===== config.mk =====
export PLATFORM = sky130hd
export DESIGN_NAME = swma_hist
export DESIGN_NICKNAME = d
export VERILOG_FILES = /design/src/rtl/swma_pkg.sv /design/src/rtl/swma_hist.sv
export SDC_FILE = /design/constraint.sdc
export NUM_CORES = 2
export LEC_CHECK = 0
export CAP_MARGIN = 0
export CORE_UTILIZATION = 40
export DETAILED_ROUTE_END_ITERATION = 7
export DONT_BUFFER_PORTS = 1
export REMOVE_ABC_BUFFERS = 1
export SYNTH_ARGS = -nofsm -noshare
export SYNTH_HDL_FRONTEND = slang
export SYNTH_SLANG_ARGS = --single-unit

===== constraint.sdc =====
create_clock -name clk -period 14 [get_ports clk]
set_clock_uncertainty 0.1 [all_clocks]
set_input_delay 0.7 -clock clk [delete_from_list [all_inputs] [get_ports clk]]
set_output_delay 0.7 -clock clk [all_outputs]
set_load 0.01 [all_outputs]

===== src/rtl/swma_pkg.sv =====
// Shared types and constants for the sliding window median alert block.
// No dependencies; imported by the histogram, ring and top-level RTL modules.
package swma_pkg;

  // Default sizes of the histogram and of the sample ring.
  localparam int unsigned NUM_BINS_DEF   = 256;
  localparam int unsigned MAX_WINDOW_DEF = 1024;

  // Fixed field and register widths.
  localparam int unsigned AMT_W     = 8;
  localparam int unsigned WIN_REG_W = 11;
  localparam int unsigned TM_W      = 9;
  localparam int unsigned ALERT_W   = 32;
  localparam int unsigned PADDR_W   = 2;
  localparam int unsigned PDATA_W   = 32;

  // Register map and reset values.
  localparam logic [PADDR_W-1:0]   ADDR_WINDOW_DAYS = '0;
  localparam logic [WIN_REG_W-1:0] WIN_RESET        = 11'd5;

  // Operations issued to the histogram memory.
  typedef enum logic [2:0] {
    HOP_NOP,
    HOP_CLEAR,
    HOP_SCAN,
    HOP_READ,
    HOP_DEC,
    HOP_INC
  } hist_op_t;

  // Commands to the sample ring.
  typedef struct packed {
    logic clear;
    logic rd;
    logic wr;
  } ring_cmd_t;

  // Sequencer states of the top level.
  typedef enum logic [3:0] {
    ST_CLEAR,
    ST_IDLE,
    ST_SCAN,
    ST_SCAN_END,
    ST_DEC,
    ST_DEC_WR,
    ST_INC,
    ST_INC_WR,
    ST_DONE
  } ctrl_state_t;

endpackage


===== src/rtl/swma_hist.sv =====
// Histogram memory of bin counts with its clear, scan and update logic.
// Depends on swma_pkg; driven by the sequencer in the top level.
module swma_hist import swma_pkg::*; #(
  parameter int unsigned NUM_BINS   = NUM_BINS_DEF,
  parameter int unsigned MAX_WINDOW = MAX_WINDOW_DEF
) (
  input  logic                               clk,
  input  logic                               rst_n,
  input  hist_op_t                           op,
  input  logic [$clog2(NUM_BINS)-1:0]        addr,
  input  logic [$clog2(MAX_WINDOW+1)-1:0]    low_rank,
  input  logic [$clog2(MAX_WINDOW+1)-1:0]    high_rank,
  output logic [$clog2(NUM_BINS)-1:0]        low_bin,
  output logic [$clog2(NUM_BINS)-1:0]        high_bin
);

  localparam int unsigned BIN_W = $clog2(NUM_BINS);
  localparam int unsigned CNT_W = $clog2(MAX_WINDOW + 1);
  localparam logic [BIN_W-1:0] LAST_BIN = BIN_W'(NUM_BINS - 1);

  logic [CNT_W-1:0] bin_mem [NUM_BINS];
  logic [CNT_W-1:0] rd_data_r;
  logic             rd_en;
  logic             wr_en;
  logic [BIN_W-1:0] wr_addr;
  logic [CNT_W-1:0] wr_data;

  logic             scan_vld_r;
  logic [BIN_W-1:0] scan_idx_r;
  logic [BIN_W-1:0] rmw_addr_r;
  logic [CNT_W:0]   cum_r;
  logic [CNT_W:0]   cum_nxt;
  logic             low_found_r;
  logic             low_found_nxt;
  logic             high_found_r;
  logic             high_found_nxt;
  logic [BIN_W-1:0] low_bin_r;
  logic [BIN_W-1:0] low_bin_nxt;
  logic [BIN_W-1:0] high_bin_r;
  logic [BIN_W-1:0] high_bin_nxt;

  // Port selection: scans and read-modify-write reads share the read port.
  always_comb begin
    rd_en   = (op == HOP_SCAN) || (op == HOP_READ);
    wr_en   = 1'b0;
    wr_addr = addr;
    wr_data = '0;
    unique case (op)
      HOP_CLEAR: begin
        wr_en = 1'b1;
      end
      HOP_DEC: begin
        wr_en   = (rd_data_r != '0);
        wr_addr = rmw_addr_r;
        wr_data = rd_data_r - CNT_W'(1);
      end
      HOP_INC: begin
        wr_en   = 1'b1;
        wr_addr = rmw_addr_r;
        wr_data = rd_data_r + CNT_W'(1);
      end
      default: begin
        wr_en = 1'b0;
      end
    endcase
  end

  // Single-port memory with registered read data.
  always_ff @(posedge clk) begin
    if (wr_en) begin
      bin_mem[wr_addr] <= wr_data;
    end
    if (rd_en) begin
      rd_data_r <= bin_mem[addr];
    end
  end

  // Running sum over the bins; the first bin of a scan restarts the search.
  always_comb begin
    logic first;
    first          = (scan_idx_r == '0);
    cum_nxt        = (first ? '0 : cum_r) + {1'b0, rd_data_r};
    low_found_nxt  = first ? 1'b0 : low_found_r;
    high_found_nxt = first ? 1'b0 : high_found_r;
    low_bin_nxt    = first ? LAST_BIN : low_bin_r;
    high_bin_nxt   = first ? LAST_BIN : high_bin_r;
    if (!low_found_nxt && (cum_nxt > {1'b0, low_rank})) begin
      low_bin_nxt   = scan_idx_r;
      low_found_nxt = 1'b1;
    end
    if (!high_found_nxt && (cum_nxt > {1'b0, high_rank})) begin
      high_bin_nxt   = scan_idx_r;
      high_found_nxt = 1'b1;
    end
  end

  // Marks the cycle in which scan data arrives from the memory.
  always_ff @(posedge clk) begin
    if (!rst_n) begin
      scan_vld_r <= 1'b0;
    end else begin
      scan_vld_r <= (op == HOP_SCAN);
    end
  end

  // Scan bookkeeping and the address of the pending update.
  always_ff @(posedge clk) begin
    if (op == HOP_SCAN) begin
      scan_idx_r <= addr;
    end
    if (op == HOP_READ) begin
      rmw_addr_r <= addr;
    end
    if (scan_vld_r) begin
      cum_r        <= cum_nxt;
      low_found_r  <= low_found_nxt;
      high_found_r <= high_found_nxt;
      low_bin_r    <= low_bin_nxt;
      high_bin_r   <= high_bin_nxt;
    end
  end

  assign low_bin  = low_bin_r;
  assign high_bin = high_bin_r;

endmodule


==> impl.org <==
** Routing
- The count of nets left with antenna violations once routing finished came out at 0.
- Number of remaining DRC errors :: 0
- Wires add up to 280.9 mm.
- Total via count in the routed design :: 53,600
- After the first detailed-routing iteration, the DRC count stood at 5,948.
- Vias/cell :: 5.780
- The pre-antenna-repair detailed-routing pass consisted of 5 iterations.
- Routed wire length per instance :: 30.30 um

** Status
- Run status :: finished clean

** Critical path
- Depth of the worst register-to-register path :: 10
- Critical-path cell with the highest stage delay :: sky130_fd_sc_hd__nor2_4
- The endpoint identified for the worst register-to-register timing path is bin_mem[108][9].
- Classification of the worst setup path :: reg -> reg
- Critical path data required time :: 14.48 ns
- Data arrival at the endpoint of the critical path :: 5.92 ns
- The worst setup path is launched from a flip-flop.
- The worst register-to-register path begins at rd_data_r[1].
- Crit. End Element :: flip-flop
- The signal on the critical path passes through ha_1 -> a21o_1 -> a21oi_1 -> o21ai_0 -> a2111o_1 -> a41oi_1 -> xor2_1 -> nor2_4 -> buf_4 -> buf_4.
- Worst-path fanout max :: 80
- In this design, the stage delay of the slowest critical-path cell is 0.96 ns.
- By instance count, the cell type seen most on the critical path is sky130_fd_sc_hd__buf_4.
- In this run the register-to-register setup slack is 8.56 ns.

** Place
- Post-Place Worst Slack :: roughly 7.8 ns
- Placed cell count :: ~8,700
- At the end of routability-driven placement, the weighted congestion stood at ~0.81.
- Detailed placer's ending HPWL :: roughly 160 mm
- Number of port buffers :: 0

** Job
- Reported max-cap violation count :: 0

** Logic synthesis
- Of the total synthesized cell area, the portion taken by full adders, half adders and majority gates is 0.005049.
- Dividing the synthesized area by the synthesized cell count gives roughly 22 sq um.
- Count of mapped cells out of synthesis :: 5,071
- Of the total synthesized cell area, the portion taken by AND, OR, NAND and NOR gates is 0.02210.
- The largest total area in the synthesized netlist belongs to sky130_fd_sc_hd__edfxtp_1.
- Warning count from the yosys run :: 0
- Of all flip-flops after synthesis, the portion carrying an async set or reset was 0.
- Xor and xnor area share after synthesis :: 0.001173
- The share of synthesized area in the top cell type comes to 0.7702.
- After synthesis, the netlist uses 56 different library cells.
- In this run, synthesis produced a sequential element count of 2,874.
- Part of the Yosys area used for sequential elements :: 0.7704
- Share of synthesized area spent on multiplexers :: 0.1633
- Yosys mapped a number of flops with a built-in enable equal to between 2,000 and 3,000.
- The share of the synthesized area in compound gates (AO/OA/AOI/OAI) is 0.02226.
- Syn Std Cell Area :: 0.1120 sq mm
- Commonest register cell after synthesis :: sky130_fd_sc_hd__edfxtp_1
- After synthesis, the largest family of logic cells by area is multiplexers.
- In the post-synthesis netlist, the biggest area contributors are sky130_fd_sc_hd__edfxtp_1 77%, sky130_fd_sc_hd__mux4_2 15%, sky130_fd_sc_hd__mux2i_1 1.4%.

** Pwr
- The worst-case IR drop observed on VDD is 0.0001347 V.
- Switching share of total power :: 0.2090
- Internal power consumption :: 14.44 mW
- Leakage power summed over all cells :: 39.87 nW
- Part of the power in the clock network :: 0.427
- Cell area power density :: 143.8 mW/mm^2
- Power share of the combinational group :: 0.049
- For this design the total switching power over the nets is 3.813 mW.
- Of the total power, registers draw 0.524.

** Floorplan
- Die Wd :: 531.2 um
- The die is around 530 um tall.
- For this configuration, the core starts out at a cell density of 0.4037.
- Boundary Pins :: ~50
- The die covers between 0.2 and 0.3 sq mm.
- The core region is 0.2775 sq mm.
- The floorplan has 193 rows.

** Global routing
- The first global-routing pass estimated around 400 mm of wire.
- Summed over all layers, the global routing overflow is 0.
- The number of global-route vias before repair came to 53,950.
- In the global route stage, overall resource usage came out at 0.1990.
- Entering global routing, the biggest net connects 759 pins.
- The initial antenna violation count came to 17.

** Timing
- Transition time at the pin with the least slew margin :: 1.326 ns
- Total of endpoints with negative setup slack in the final report :: 0
- RSZ-0062 raised after global routing :: false
- Final hold violation count :: 0
- The worst path meets setup with 8.562 ns of slack.
- Hold slack final :: 0.1001 ns
- The count of final max-slew check failures came to 0.
- Setup_tns :: 0 ns
- In this run the tightest slew margin relative to its limit is 0.1159.
- F_max :: 183.9 MHz
- Counting I/O delays and the setup requirement, the final critical path takes 5.438 ns.
- Dividing the final minimum period by the clock period gives 0.3884.

** Hold path
- Endpoint, Worst Hold :: scan_idx_r[6]
- The path class of the tightest hold or removal check is in -> reg.
- The worst hold path passes through 2 cells.
- Startpoint of the most critical hold path :: op[2]

** Cells and area
- Combined area of the multi-input logic cells :: 0.02417 sq mm
- Area growth, synth to finish :: 13.29%
- Fill cells in the final layout number approximately 23,000.
- Leaving out filler cells and counting taps, the final layout contains a little over 9,000.
- In the final layout, flip-flops and latches occupy 0.08629 sq mm.
- At the end of the flow, the number of nets in the layout was around 5,400.
- Of the cells placed in the final design, the portion with a size suffix greater than 1 is 0.2621.
- Leaving out fill and tap cells, the most frequent cells in the layout are 2,873 x sky130_fd_sc_hd__edfxtp_1, 739 x sky130_fd_sc_hd__mux4_2, 315 x sky130_fd_sc_hd__clkbuf_16.
- The library cell used most frequently in the layout, excluding fill and tap cells, is sky130_fd_sc_hd__edfxtp_1.

** Clock network
- The clock drives 2,874 sinks.
- TritonCTS built the clock tree.
- Clock transition at the register clock pins on the worst setup and hold paths after CTS :: 0.06 ns
- Clock buffer count from CTS :: 307
- The cell sitting at the root of the clock tree is a sky130_fd_sc_hd__clkbuf_16.
- Clock latency on the worst-skew pair, taken at its later pin, is between 0.9 and 1 ns.
- The H-tree was split into 5 levels.
- Maximum buffer depth of the clock tree :: 4
==> Yosys cell counts (16+ instances only) <==
cell type / number
sky130_fd_sc_hd__a211oi_1: 18
sky130_fd_sc_hd__a21oi_1: 102
sky130_fd_sc_hd__a22o_1: 17
sky130_fd_sc_hd__a22oi_1: 51
sky130_fd_sc_hd__and2_1: 16
sky130_fd_sc_hd__buf_2: 103
sky130_fd_sc_hd__buf_4: 40
sky130_fd_sc_hd__buf_6: 29
sky130_fd_sc_hd__clkbuf_1: 90
sky130_fd_sc_hd__edfxtp_1: 2873
sky130_fd_sc_hd__ha_1: 42
sky130_fd_sc_hd__inv_1: 36
sky130_fd_sc_hd__mux2i_1: 155
sky130_fd_sc_hd__mux4_2: 739
sky130_fd_sc_hd__nand2_1: 80
sky130_fd_sc_hd__nand3_1: 40
sky130_fd_sc_hd__nand3b_1: 29
sky130_fd_sc_hd__nor2_1: 281
sky130_fd_sc_hd__nor3_1: 28
sky130_fd_sc_hd__o21ai_0: 39
sky130_fd_sc_hd__o221ai_1: 54
sky130_fd_sc_hd__o22ai_1: 28
==> how the worst max path moves through the flow <==
stage                 endpoint  slack (ns)     startpoint
2_1_floorplan    bin_mem[0][7]       -1.61          op[2]
6_report       bin_mem[108][9]        8.56   rd_data_r[1]
4_1_cts        bin_mem[109][9]        8.66   rd_data_r[1]
3_5_place_dp   bin_mem[110][9]        7.79          op[2]
3_3_place_gp   bin_mem[108][9]        7.94          op[2]
5_1_grt            high_bin[3]        8.20  scan_idx_r[7]
==> stage by stage <==
step                power (mW)  area (sq um)  utilization
CTS                      18.32        126600       0.4564
detailed placement       10.59        117100       0.4220
finish                   18.25        126900       0.4573
floorplan                10.27        110400            -
global placement         10.57        117100       0.4220
global route             18.75        126900       0.4573
==> routing by layer <==
metal | part of all wire | global-route usage
met2 | 0.48 | 0.3179
met4 | 0.027 | 0.05233
met1 | 0.41 | 0.2755
met5 | 0.000036 | 0
met3 | 0.082 | 0.04489
==> power by group through the flow <==
stage          Sequential [mW]  Clock [mW]  Combinational [mW]
2_1_floorplan             9.80           0               0.474
3_3_place_gp              9.74           0               0.822
3_5_place_dp              9.75           0               0.842
4_1_cts                   9.56        7.91               0.850
5_1_grt                   9.56        8.24               0.952
6_report                  9.56        7.79               0.898
==> worst max-delay path: cells and delay by family, from the launching register on <==
| family | cells | cell delay, ns |
|---|---|---|
| adders and majority gates | 1 | 0.37 |
| buffers and inverters | 2 | 1.33 |
| and+or+nand+nor | 1 | 0.96 |
| xor gates and xnor gates | 1 | 0.15 |
| DFF | 1 | 0.59 |
| AOI/OAI and AO/OA | 5 | 1.34 |
==> flip-flops by register name, indices dropped and copies added, names as in the netlist <==
register	count
scan_vld_r	1
bin_mem	2816
scan_idx_r	8
low_found_r	1
rd_data_r	11
low_bin	8
high_found_r	1
high_bin	8
cum_r	12
rmw_addr_r	8
==> cell families after synthesis <==
kind of cell / count (synthesis)
adders and majority gates: 44
xor gates and xnor gates: 15
AOI/OAI and AO/OA: 372
and+or+nand+nor: 546
muxes: 902
buffers and inverters: 318
DFF: 2874
==> repair_timing <==
action,4_1_cts,5_1_grt
hold buffers,7,0
buffers inserted,0,0
resized for setup,0,0
endpoints found under the hold margin,19,0
==> layout make-up <==
class                      instances  share of cell area
tap                             3705             0.03653
timing repair buffer             252             0.01704
antenna                           10           0.0001972
sequential                      2874              0.6801
clock buffer                     373             0.06384
clock inverter                   144             0.01082
multi-input combinational       1879              0.1904
inverter                          36            0.001065
Power figures use the tool's default switching activity.
